`src/rtl/rcp_pkg.sv`:
```
// Package for the RTCP compound parser: record kinds, packet types, record struct.
// No dependencies.
package rcp_pkg;

	localparam logic [2:0] KIND_HEADER  = 3'd0;
	localparam logic [2:0] KIND_SSRC    = 3'd1;
	localparam logic [2:0] KIND_SINFO   = 3'd2;
	localparam logic [2:0] KIND_REPORT  = 3'd3;
	localparam logic [2:0] KIND_MEDIA   = 3'd4;
	localparam logic [2:0] KIND_PAYLOAD = 3'd5;
	localparam logic [2:0] KIND_PKTEND  = 3'd6;
	localparam logic [2:0] KIND_BUFEND  = 3'd7;

	localparam logic [1:0] ST_OK        = 2'd0;
	localparam logic [1:0] ST_MALFORMED = 2'd1;
	localparam logic [1:0] ST_TRUNC     = 2'd2;

	localparam logic [7:0] T_SR    = 8'd200;
	localparam logic [7:0] T_RR    = 8'd201;
	localparam logic [7:0] T_RTPFB = 8'd205;
	localparam logic [7:0] T_PSFB  = 8'd206;

	// Packed record: 118 bits.
	typedef struct packed {
		logic        last;
		logic [7:0]  pad_length;
		logic [1:0]  status;
		logic [15:0] length_words;
		logic [7:0]  packet_kind;
		logic [4:0]  rpt_count;
		logic        padding_flag;
		logic [1:0]  version;
		logic [63:0] field_value;
		logic [4:0]  block_index;
		logic [2:0]  field_index;
		logic [2:0]  record_kind;
	} rec_t;

	localparam int QUEUE_DEPTH = 4;

	// Up to three records per byte, with a count.
	typedef struct packed {
		logic [1:0] count;
		rec_t       r2;
		rec_t       r1;
		rec_t       r0;
	} group_t;

endpackage

```
`src/rtl/rcp_front.sv`:
```
// Front end: accepts bytes, tracks packet offsets and builds the record group per byte.
// Depends on rcp_pkg.
module rcp_front (
	input  logic                 clk,
	input  logic                 arst_n,
	input  logic                 in_valid,
	input  logic [7:0]           in_byte,
	input  logic                 in_last,
	output rcp_pkg::group_t      grp,
	output logic                 grp_valid
);

	logic [17:0] offset_q, total_q, pstart_q;
	logic [7:0]  hkind_q;
	logic        pad_q, skip_q;
	logic [55:0] acc_q;
	// Report block number and the byte position inside the block, counted as bytes arrive.
	logic [4:0]  blk_q, wpos_q;

	logic [63:0] acc;
	assign acc = {acc_q, in_byte};

	function automatic logic known(input logic [7:0] k);
		return (k >= rcp_pkg::T_SR) && (k <= rcp_pkg::T_PSFB);
	endfunction

	function automatic rcp_pkg::rec_t mk(input logic [2:0] kind, input logic [2:0] fi,
	                                     input logic [4:0] bi, input logic [63:0] v);
		rcp_pkg::rec_t r;
		r = '0;
		r.record_kind = kind;
		r.field_index = fi;
		r.block_index = bi;
		r.field_value = v;
		return r;
	endfunction

	rcp_pkg::rec_t rs [3];
	logic [1:0] n;
	logic [17:0] n_off, n_total, n_pstart, base;
	logic [7:0]  n_kind, b0;
	logic        n_pad, n_skip, shortp, have_st;
	logic [1:0]  st;
	logic [7:0]  padl;
	logic [17:0] plen;
	logic        fe, in_rep;
	rcp_pkg::rec_t fr;
	logic [63:0] w32;

	always_comb begin
		rs[0] = '0; rs[1] = '0; rs[2] = '0;
		n = 2'd0;
		n_off = offset_q; n_total = total_q; n_pstart = pstart_q;
		n_kind = hkind_q; n_pad = pad_q; n_skip = skip_q;
		shortp = 1'b0; have_st = 1'b0; st = rcp_pkg::ST_OK; padl = 8'd0;
		fe = 1'b0; fr = '0; plen = '0; base = '0; in_rep = 1'b0;
		b0 = acc[31:24];
		w32 = {32'd0, acc[31:0]};
		if (skip_q) begin
		end else if (offset_q < 18'd3) begin
			n_off = offset_q + 18'd1;
		end else begin
			if (offset_q == 18'd3) begin
				n_kind = acc[23:16];
				n_pad = b0[5];
				n_total = {acc[15:0], 2'b11};
				if (n_kind == rcp_pkg::T_SR)
					n_pstart = 18'd28 + 18'(b0[4:0]) * 18'd24;
				else if (n_kind == rcp_pkg::T_RR)
					n_pstart = 18'd8 + 18'(b0[4:0]) * 18'd24;
				else if (n_kind == rcp_pkg::T_RTPFB || n_kind == rcp_pkg::T_PSFB)
					n_pstart = 18'd12;
				else
					n_pstart = 18'd4;
				rs[0] = '0;
				rs[0].record_kind = rcp_pkg::KIND_HEADER;
				rs[0].version = b0[7:6];
				rs[0].padding_flag = b0[5];
				rs[0].rpt_count = b0[4:0];
				rs[0].packet_kind = n_kind;
				rs[0].length_words = acc[15:0];
				n = 2'd1;
				shortp = known(n_kind) && (19'(n_pstart) > 19'(n_total) + 19'd1);
			end else begin
				if (hkind_q == rcp_pkg::T_SR || hkind_q == rcp_pkg::T_RR) begin
					base = (hkind_q == rcp_pkg::T_SR) ? 18'd28 : 18'd8;
					if (offset_q == 18'd7) begin
						fe = 1'b1; fr = mk(rcp_pkg::KIND_SSRC, 3'd0, 5'd0, w32);
					end else if (hkind_q == rcp_pkg::T_SR && offset_q < 18'd28) begin
						fe = 1'b1;
						case (offset_q[4:0])
							5'd15: fr = mk(rcp_pkg::KIND_SINFO, 3'd0, 5'd0, acc);
							5'd19: fr = mk(rcp_pkg::KIND_SINFO, 3'd1, 5'd0, w32);
							5'd23: fr = mk(rcp_pkg::KIND_SINFO, 3'd2, 5'd0, w32);
							5'd27: fr = mk(rcp_pkg::KIND_SINFO, 3'd3, 5'd0, w32);
							default: fe = 1'b0;
						endcase
					end else if (offset_q >= base && offset_q < pstart_q) begin
						in_rep = 1'b1;
						fe = 1'b1;
						case (wpos_q)
							5'd3:  fr = mk(rcp_pkg::KIND_REPORT, 3'd0, blk_q, w32);
							5'd4:  fr = mk(rcp_pkg::KIND_REPORT, 3'd1, blk_q,
							               {56'd0, in_byte});
							5'd7:  fr = mk(rcp_pkg::KIND_REPORT, 3'd2, blk_q,
							               {40'd0, acc[23:0]});
							5'd11: fr = mk(rcp_pkg::KIND_REPORT, 3'd3, blk_q, w32);
							5'd15: fr = mk(rcp_pkg::KIND_REPORT, 3'd4, blk_q, w32);
							5'd19: fr = mk(rcp_pkg::KIND_REPORT, 3'd5, blk_q, w32);
							5'd23: fr = mk(rcp_pkg::KIND_REPORT, 3'd6, blk_q, w32);
							default: fe = 1'b0;
						endcase
					end else if (offset_q >= pstart_q) begin
						fe = 1'b1;
						fr = mk(rcp_pkg::KIND_PAYLOAD, 3'd0, 5'd0, {56'd0, in_byte});
					end
				end else if (hkind_q == rcp_pkg::T_RTPFB || hkind_q == rcp_pkg::T_PSFB) begin
					if (offset_q == 18'd11) begin
						fe = 1'b1; fr = mk(rcp_pkg::KIND_MEDIA, 3'd0, 5'd0, w32);
					end else if (offset_q >= 18'd12) begin
						fe = 1'b1;
						fr = mk(rcp_pkg::KIND_PAYLOAD, 3'd0, 5'd0, {56'd0, in_byte});
					end
				end else if (known(hkind_q)) begin
					fe = 1'b1;
					fr = mk(rcp_pkg::KIND_PAYLOAD, 3'd0, 5'd0, {56'd0, in_byte});
				end
				if (fe) begin
					rs[0] = fr; n = 2'd1;
				end
			end
			if (shortp) begin
				have_st = 1'b1;
				st = (in_last && n_total > 18'd3) ? rcp_pkg::ST_TRUNC : rcp_pkg::ST_MALFORMED;
			end else if (offset_q == n_total) begin
				have_st = 1'b1;
				st = rcp_pkg::ST_OK;
				if (known(n_kind) && n_pad) begin
					plen = n_total + 18'd1 - n_pstart;
					if (plen != 18'd0) begin
						if (in_byte == 8'd0 || 18'(in_byte) > plen)
							st = rcp_pkg::ST_MALFORMED;
						else
							padl = in_byte;
					end
				end
			end else if (in_last) begin
				have_st = 1'b1;
				st = rcp_pkg::ST_TRUNC;
			end
			if (have_st) begin
				rs[n] = '0;
				rs[n].record_kind = rcp_pkg::KIND_PKTEND;
				rs[n].status = st;
				rs[n].pad_length = (st == rcp_pkg::ST_OK) ? padl : 8'd0;
				n = n + 2'd1;
				n_off = '0;
				if (st == rcp_pkg::ST_MALFORMED)
					n_skip = 1'b1;
			end else begin
				n_off = offset_q + 18'd1;
			end
		end
		if (in_last) begin
			rs[n] = '0;
			rs[n].record_kind = rcp_pkg::KIND_BUFEND;
			n = n + 2'd1;
			n_off = '0; n_total = '0; n_kind = '0; n_pad = 1'b0;
			n_pstart = '0; n_skip = 1'b0;
		end
		if (n != 2'd0)
			rs[n - 2'd1].last = 1'b1;
	end

	assign grp.count = n;
	assign grp.r0 = rs[0];
	assign grp.r1 = rs[1];
	assign grp.r2 = rs[2];
	assign grp_valid = in_valid && (n != 2'd0);

	always_ff @(posedge clk or negedge arst_n) begin
		if (!arst_n) begin
			offset_q <= '0; total_q <= '0; pstart_q <= '0; hkind_q <= '0;
			pad_q <= 1'b0; skip_q <= 1'b0; acc_q <= '0; blk_q <= '0; wpos_q <= '0;
		end else if (in_valid) begin
			offset_q <= n_off; total_q <= n_total; pstart_q <= n_pstart;
			hkind_q <= n_kind; pad_q <= n_pad; skip_q <= n_skip;
			acc_q <= acc[55:0];
			if (!in_rep) begin
				blk_q <= '0; wpos_q <= '0;
			end else if (wpos_q == 5'd23) begin
				blk_q <= blk_q + 5'd1; wpos_q <= '0;
			end else begin
				wpos_q <= wpos_q + 5'd1;
			end
		end
	end

endmodule

```
`src/rtl/rcp_queue.sv`:
```
// Short queue of record groups between front end and back end.
// Depends on rcp_pkg.
module rcp_queue #(
	parameter int DEPTH = rcp_pkg::QUEUE_DEPTH
) (
	input  logic            clk,
	input  logic            arst_n,
	input  logic            wr_en,
	input  rcp_pkg::group_t wr_data,
	output logic            full,
	input  logic            rd_en,
	output rcp_pkg::group_t rd_data,
	output logic            empty
);

	localparam int AW = $clog2(DEPTH);
	rcp_pkg::group_t mem_q [DEPTH];
	logic [AW-1:0] wp_q, rp_q;
	logic [AW:0]   cnt_q;

	assign full = (cnt_q == (AW+1)'(DEPTH));
	assign empty = (cnt_q == '0);
	assign rd_data = mem_q[rp_q];

	always_ff @(posedge clk) begin
		if (wr_en && !full)
			mem_q[wp_q] <= wr_data;
	end

	always_ff @(posedge clk or negedge arst_n) begin
		if (!arst_n) begin
			wp_q <= '0; rp_q <= '0; cnt_q <= '0;
		end else begin
			if (wr_en && !full)
				wp_q <= (wp_q == AW'(DEPTH - 1)) ? '0 : wp_q + 1'b1;
			if (rd_en && !empty)
				rp_q <= (rp_q == AW'(DEPTH - 1)) ? '0 : rp_q + 1'b1;
			cnt_q <= cnt_q + (AW+1)'(wr_en && !full) - (AW+1)'(rd_en && !empty);
		end
	end

	assert property (@(posedge clk) disable iff (!arst_n) cnt_q <= (AW+1)'(DEPTH))
		else $error("queue count overflow");
	assert property (@(posedge clk) disable iff (!arst_n) full |=> !(cnt_q == '0))
		else $error("queue emptied from full in one cycle");
	assert property (@(posedge clk) disable iff (!arst_n)
		(wr_en && !full && !rd_en) |=> !empty)
		else $error("write lost");

endmodule

```
`src/rtl/rcp_back.sv`:
```
// Back end: serializes each record group onto the output stream through a register.
// Depends on rcp_pkg.
module rcp_back (
	input  logic            clk,
	input  logic            arst_n,
	input  rcp_pkg::group_t grp,
	input  logic            grp_valid,
	output logic            grp_pop,
	output rcp_pkg::rec_t   rec,
	output logic            rec_valid,
	input  logic            rec_ready
);

	logic [1:0] idx_q;
	logic       take;
	logic       rec_valid_q;
	rcp_pkg::rec_t sel, rec_q;

	always_comb begin
		case (idx_q)
			2'd0: sel = grp.r0;
			2'd1: sel = grp.r1;
			2'd2: sel = grp.r2;
			default: sel = grp.r0;
		endcase
	end

	assign rec = rec_q;
	assign rec_valid = rec_valid_q;
	assign take = grp_valid && (!rec_valid_q || rec_ready);
	assign grp_pop = take && (idx_q + 2'd1 == grp.count);

	always_ff @(posedge clk) begin
		if (take)
			rec_q <= sel;
	end

	always_ff @(posedge clk or negedge arst_n) begin
		if (!arst_n) begin
			idx_q <= '0; rec_valid_q <= 1'b0;
		end else begin
			if (take) begin
				rec_valid_q <= 1'b1;
				idx_q <= grp_pop ? 2'd0 : idx_q + 2'd1;
			end else if (rec_ready) begin
				rec_valid_q <= 1'b0;
			end
		end
	end

	assert property (@(posedge clk) disable iff (!arst_n) grp_valid |-> idx_q < grp.count)
		else $error("record index past group");
	assert property (@(posedge clk) disable iff (!arst_n)
		(rec_valid_q && !rec_ready) |=> $stable(rec_q))
		else $error("stalled record changed");
	assert property (@(posedge clk) disable iff (!arst_n) !grp_valid |-> idx_q == 2'd0)
		else $error("index left dangling");

endmodule

```
`src/rtl/rtcp_compound_parser.sv`:
```
// Top level of the RTCP compound parser: front end, group queue, back end.
// Depends on rcp_pkg, rcp_front, rcp_queue, rcp_back.
// A byte's records pass through the group queue, then the output register.
// Throughput: one byte per cycle while the queue is not full; a byte yields up
// to three records; the single output register emits one per cycle on m_tready.
// Reset: arst_n clears all parse state and the queue at once; no clearing pass.
module rtcp_compound_parser #(
	parameter int QUEUE_DEPTH = rcp_pkg::QUEUE_DEPTH
) (
	input  logic         clk,
	input  logic         arst_n,
	input  logic         s_tvalid,
	output logic         s_tready,
	input  logic [7:0]   s_tdata,   // data_byte
	input  logic         s_tlast,   // last_of_buffer
	output logic         m_tvalid,
	input  logic         m_tready,
	// field_index[2:0], block_index[7:3], field_value[71:8], version[73:72],
	// report_count[78:74], packet_kind[86:79], length_words[102:87],
	// status[104:103], pad_length[112:105], zero fill to 120
	output logic [119:0] m_tdata,
	output logic [3:0]   m_tuser,   // record_kind[2:0], padding_flag[3]
	output logic         m_tlast    // last
);

	rcp_pkg::group_t fgrp, qgrp;
	logic fvalid, qfull, qempty, pop;
	rcp_pkg::rec_t r;

	// Bytes with no records skip the queue, but every byte waits while it is full.
	assign s_tready = !qfull;

	rcp_front u_front (
		.clk(clk), .arst_n(arst_n), .in_valid(s_tvalid && s_tready),
		.in_byte(s_tdata), .in_last(s_tlast), .grp(fgrp), .grp_valid(fvalid)
	);

	rcp_queue #(.DEPTH(QUEUE_DEPTH)) u_queue (
		.clk(clk), .arst_n(arst_n), .wr_en(fvalid), .wr_data(fgrp), .full(qfull),
		.rd_en(pop), .rd_data(qgrp), .empty(qempty)
	);

	rcp_back u_back (
		.clk(clk), .arst_n(arst_n), .grp(qgrp), .grp_valid(!qempty), .grp_pop(pop),
		.rec(r), .rec_valid(m_tvalid), .rec_ready(m_tready)
	);

	assign m_tdata = {7'd0, r.pad_length, r.status, r.length_words, r.packet_kind,
	                  r.rpt_count, r.version, r.field_value, r.block_index,
	                  r.field_index};
	assign m_tuser = {r.padding_flag, r.record_kind};
	assign m_tlast = r.last;

endmodule

```
`config.mk`:
```
export PLATFORM = sky130hd
export DESIGN_NAME = rtcp_compound_parser
export DESIGN_NICKNAME = d
export VERILOG_FILES = /design/src/rtl/rcp_pkg.sv /design/src/rtl/rcp_front.sv /design/src/rtl/rcp_queue.sv /design/src/rtl/rcp_back.sv /design/src/rtl/rtcp_compound_parser.sv
export SDC_FILE = /design/constraint.sdc
export NUM_CORES = 1
export LEC_CHECK = 0
export ABC_AREA = 1
export BUFFER_PORTS_ARGS = -buffer_cell sky130_fd_sc_hd__buf_4
export CORE_AREA = 10 10 355 271
export DETAILED_ROUTE_END_ITERATION = 10
export DIE_AREA = 0 0 365 281
export HOLD_SLACK_MARGIN = 0.02
export PLACE_DENSITY = 0.7
export SLEW_MARGIN = 20
export SYNTH_ARGS = -nofsm -noshare
export SYNTH_HDL_FRONTEND = slang
export SYNTH_SLANG_ARGS = --single-unit
```
`constraint.sdc`:
```
create_clock -name clk -period 10.01 [get_ports clk]
set_clock_uncertainty 0.05 [all_clocks]
set_input_delay 0.5005 -clock clk [delete_from_list [all_inputs] [get_ports clk]]
set_output_delay 0.5005 -clock clk [all_outputs]
set_load 0.01 [all_outputs]
```
==> impl_results.md <==
* Status: finished, final reports clean
* CP max stage cell: nand4_1
* Reg2Reg Setup Slack at 3.24 ns
* Hold Fails Final Rpt at 0
* Fmax at 148 MHz
* Synth Warn # at 0
* Initial antenna violation count at 1
* Tcrit/Tclk final at 0.676
* Die height at 281 um
* Total CTS buffers at 81
* DRT Wirelength at 89.3 mm
* Placed Cells at 4449
* Fin crit period at 6.77 ns
* I/O pins at 140
* Worst Path Required at 10.35 ns
* CP peak stage delay at 0.82 ns
* Leak pwr at 15.1 nW
* Gr ovfl total at 0
* Register area at 23300 sq um
* Peak supply drop at 0.250 mV
* GP Congestion at 0.929
* Avg Inst Size Synth at 10.8 sq um
* Launch point of the worst path: u_front.acc_q[16]
* Post-synth EDFFs at 658
* CP Capture Point: u_queue.mem_q[0][24]
* Dpl hpwl at 54.8 mm
* Die area at 103000 sq um
* Largest net degree at the start of global routing at 136
* Crit path kind: reg2reg
* R2R Path End: u_queue.mem_q[0][24]
* R2r worst-path depth at 28
* Initial Util at 0.398
* Max_cap viols at 0
* Vias/cell at 5.31
* Worst slew pin tran at 1.14 ns
* Commonest non-fill, non-tap cells in the layout: 658 x edfxtp_1, 655 x nor2_1, 404 x o21ai_0, 347 x nand2_1, 243 x inv_1
* Setup crit end kind: register
* CTS tree: done
* Register area share after synthesis at 0.656
* Synthesis-stage register bit count at 798
* Port Buffers at 132
* Async S/R FF share, synth at 0.175
* Multi-input logic area at 10700 sq um
* First-pass GRT wire length at 137 mm
* RSZ-0062 raised after global routing: false
* Vias in the first global route at 23.1k
* Final slew viol count at 0
* DRT Pass-1 Iters at 5
* Final Setup Violations at 0
* Layout Cells excl Fill at 4602
* Worst Path Arrival at 7.11 ns
* Synthesized cell area at 35400 sq um
* Routed len/inst at 19.4 um
* Pwr Density at 301 nW/um^2
* Core box area at 89000 sq um
* Post-CTS Repair Setup Buffers at 0
* Max clock buf depth at 3
* Post-route setup TNS at 0 ns
* Slew margin rel. at 0.242
* Share of layout cells above drive strength 1 at 0.105
* DRT iter0 DRCs at 2865
* Class of the worst hold path: in2reg
* Htree depth at 3
* Worst hold margin at 0.249 ns
* Total clock sinks at 798
* DRC at 0
* RR Startpoint: u_front.acc_q[16]
* Filler cells at 7975
* Clock-pin transition on the worst setup and hold timing paths at 0.06 ns
* Vias at 24.4k
* DP Area at 37500 sq um
* Resize count post-CTS at 0
* CP max FO at 33
* Commonest non-fill, non-tap cell in the layout: edfxtp_1
* Synth Flop Type: edfxtp_1
* Antenna diodes at 0
* Root buffer cell: clkbuf_16
* Final non-filler cell area at 40300 sq um
* Critical Path Source Type: register
* Later-pin clock latency in the skew report at 0.64 ns
* Area growth from synthesis to layout at 13.6%
* Netlist cell types at 56
* NumNets Final at 3484
* Num rows at 95
* Die X at 365 um
* Gr usage total at 0.170
* Mapped Cells at 3277
* Routed Antenna Nets at 0
==> cell type report <==
cell class                 instances  area share
clock buffer                     107      0.0563
sequential                       798       0.578
multi-input combinational       2080       0.265
tap                             1164      0.0362
clock inverter                    44      0.0104
inverter                         256      0.0241
timing repair buffer             153      0.0300
==> how the worst min path moves through the flow <==
stage                        start                    end  slack, ns  cells after the start
4_1_cts                    s_tlast  u_queue.mem_q[0][238]       0.21                      3
3_5_place_dp     u_front.acc_q[28]      u_front.acc_q[28]       0.42                      2
5_1_grt                    s_tlast  u_queue.mem_q[0][238]       0.26                      3
3_3_place_gp   u_front.total_q[10]    u_front.total_q[10]       0.42                      2
2_1_floorplan               arst_n        u_back.idx_q[0]       0.15                      0
6_report                   s_tlast  u_queue.mem_q[0][238]       0.25                      3
==> cells in the mapped netlist, types with 4 or more instances <==
cell      number  area, sq um
nor4_1         6         37.5
nand2_2       15         93.8
xnor2_1        5         43.8
nand4_1       36          225
o31ai_1        5         37.5
nor2_1       660         2480
buf_4          9         67.6
nand3_2       12          120
nand2_1      348         1310
inv_2          9         33.8
nor3_1        70          350
o22ai_2       10          125
clkbuf_1     123          462
dfrtp_1      140         3500
buf_6          6         67.6
buf_1         10         37.5
a21oi_1      157          786
o22ai_1       49          307
ha_1          98         1230
o21ai_1        5         25.0
nand3_1       97          485
inv_1        244          916
o21ai_0      404         2020
a22o_1        10         87.6
a31oi_1        4         25.0
nand3b_1       5         37.5
xor2_1        33          289
edfxtp_1     658        19800
==> cells by family (layout without fill, tap and decap cells) <==
| group | after synthesis | in the layout | share of synthesized area |
|---|---|---|---|
| adders and majority gates | 101 | 101 | 0.0363 |
| DFF | 798 | 798 | 0.656 |
| buffers and inverters | 405 | 560 | 0.0451 |
| other | 1 | 7 | 0.000106 |
| xor gates and xnor gates | 38 | 38 | 0.00939 |
| AOI/OAI and AO/OA | 665 | 665 | 0.102 |
| and+or+nand+nor | 1269 | 1269 | 0.151 |
==> registers in the layout (all words and copies together), names as in the netlist <==
name              flops
u_front.blk_q         5
u_back.rec_valid      1
u_front.wpos_q        5
u_front.offset_q     18
u_front.acc_q        56
u_queue.wp_q          2
u_queue.mem_q       540
u_front.pad_q         1
u_front.skip_q        1
u_queue.rp_q          2
u_back.rec          118
u_back.idx_q          2
u_front.pstart_q     18
u_front.hkind_q       8
u_front.total_q      18
u_queue.cnt_q         3
==> stage by stage <==
| stage | total power, mW | worst slack, ns | utilization |
|---|---|---|---|
| after detailed placement | 9.14 | 3.37 | 0.422 |
| after floorplan | 7.59 | -0.377 | - |
| after CTS | 12.2 | 3.31 | 0.452 |
| final | 12.1 | 3.24 | 0.452 |
| after global routing | 12.8 | 2.46 | 0.452 |
| after global placement | 9.07 | 3.56 | 0.422 |
==> worst max-delay path: cells and delay by family (launching register included) <==
kind            cells  cell delay, ns
buf+inv             5            0.60
compound gates      2            0.43
xor+xnor            1            0.15
simple gates       15            3.32
fa+ha+maj           5            1.46
flops               1            0.49
==> power breakdown <==
group / total (mW) / switching (mW) / leakage, nW / internal [mW]
registers: 4.88 / 0.350 / 7.99 / 4.52
clock network: 3.03 / 1.29 / 1.32 / 1.74
logic: 4.22 / 2.94 / 5.83 / 1.28
total: 12.1 / 4.58 / 15.1 / 7.55
==> layer usage <==
layer	GRT usage	up-vias	part of all wire
met5	0.00196	-	0
met1	0.243	11800	0.44
li1	-	11500	-
met3	0.0371	127	0.090
met4	0.0440	0	0.020
met2	0.259	975	0.45
==> timing repair <==
action,CTS,global route
endpoints found under the setup margin,0,0
hold buffers,2,0
hold endpoints to repair,76,0
(Power assumes the default switching activity.)
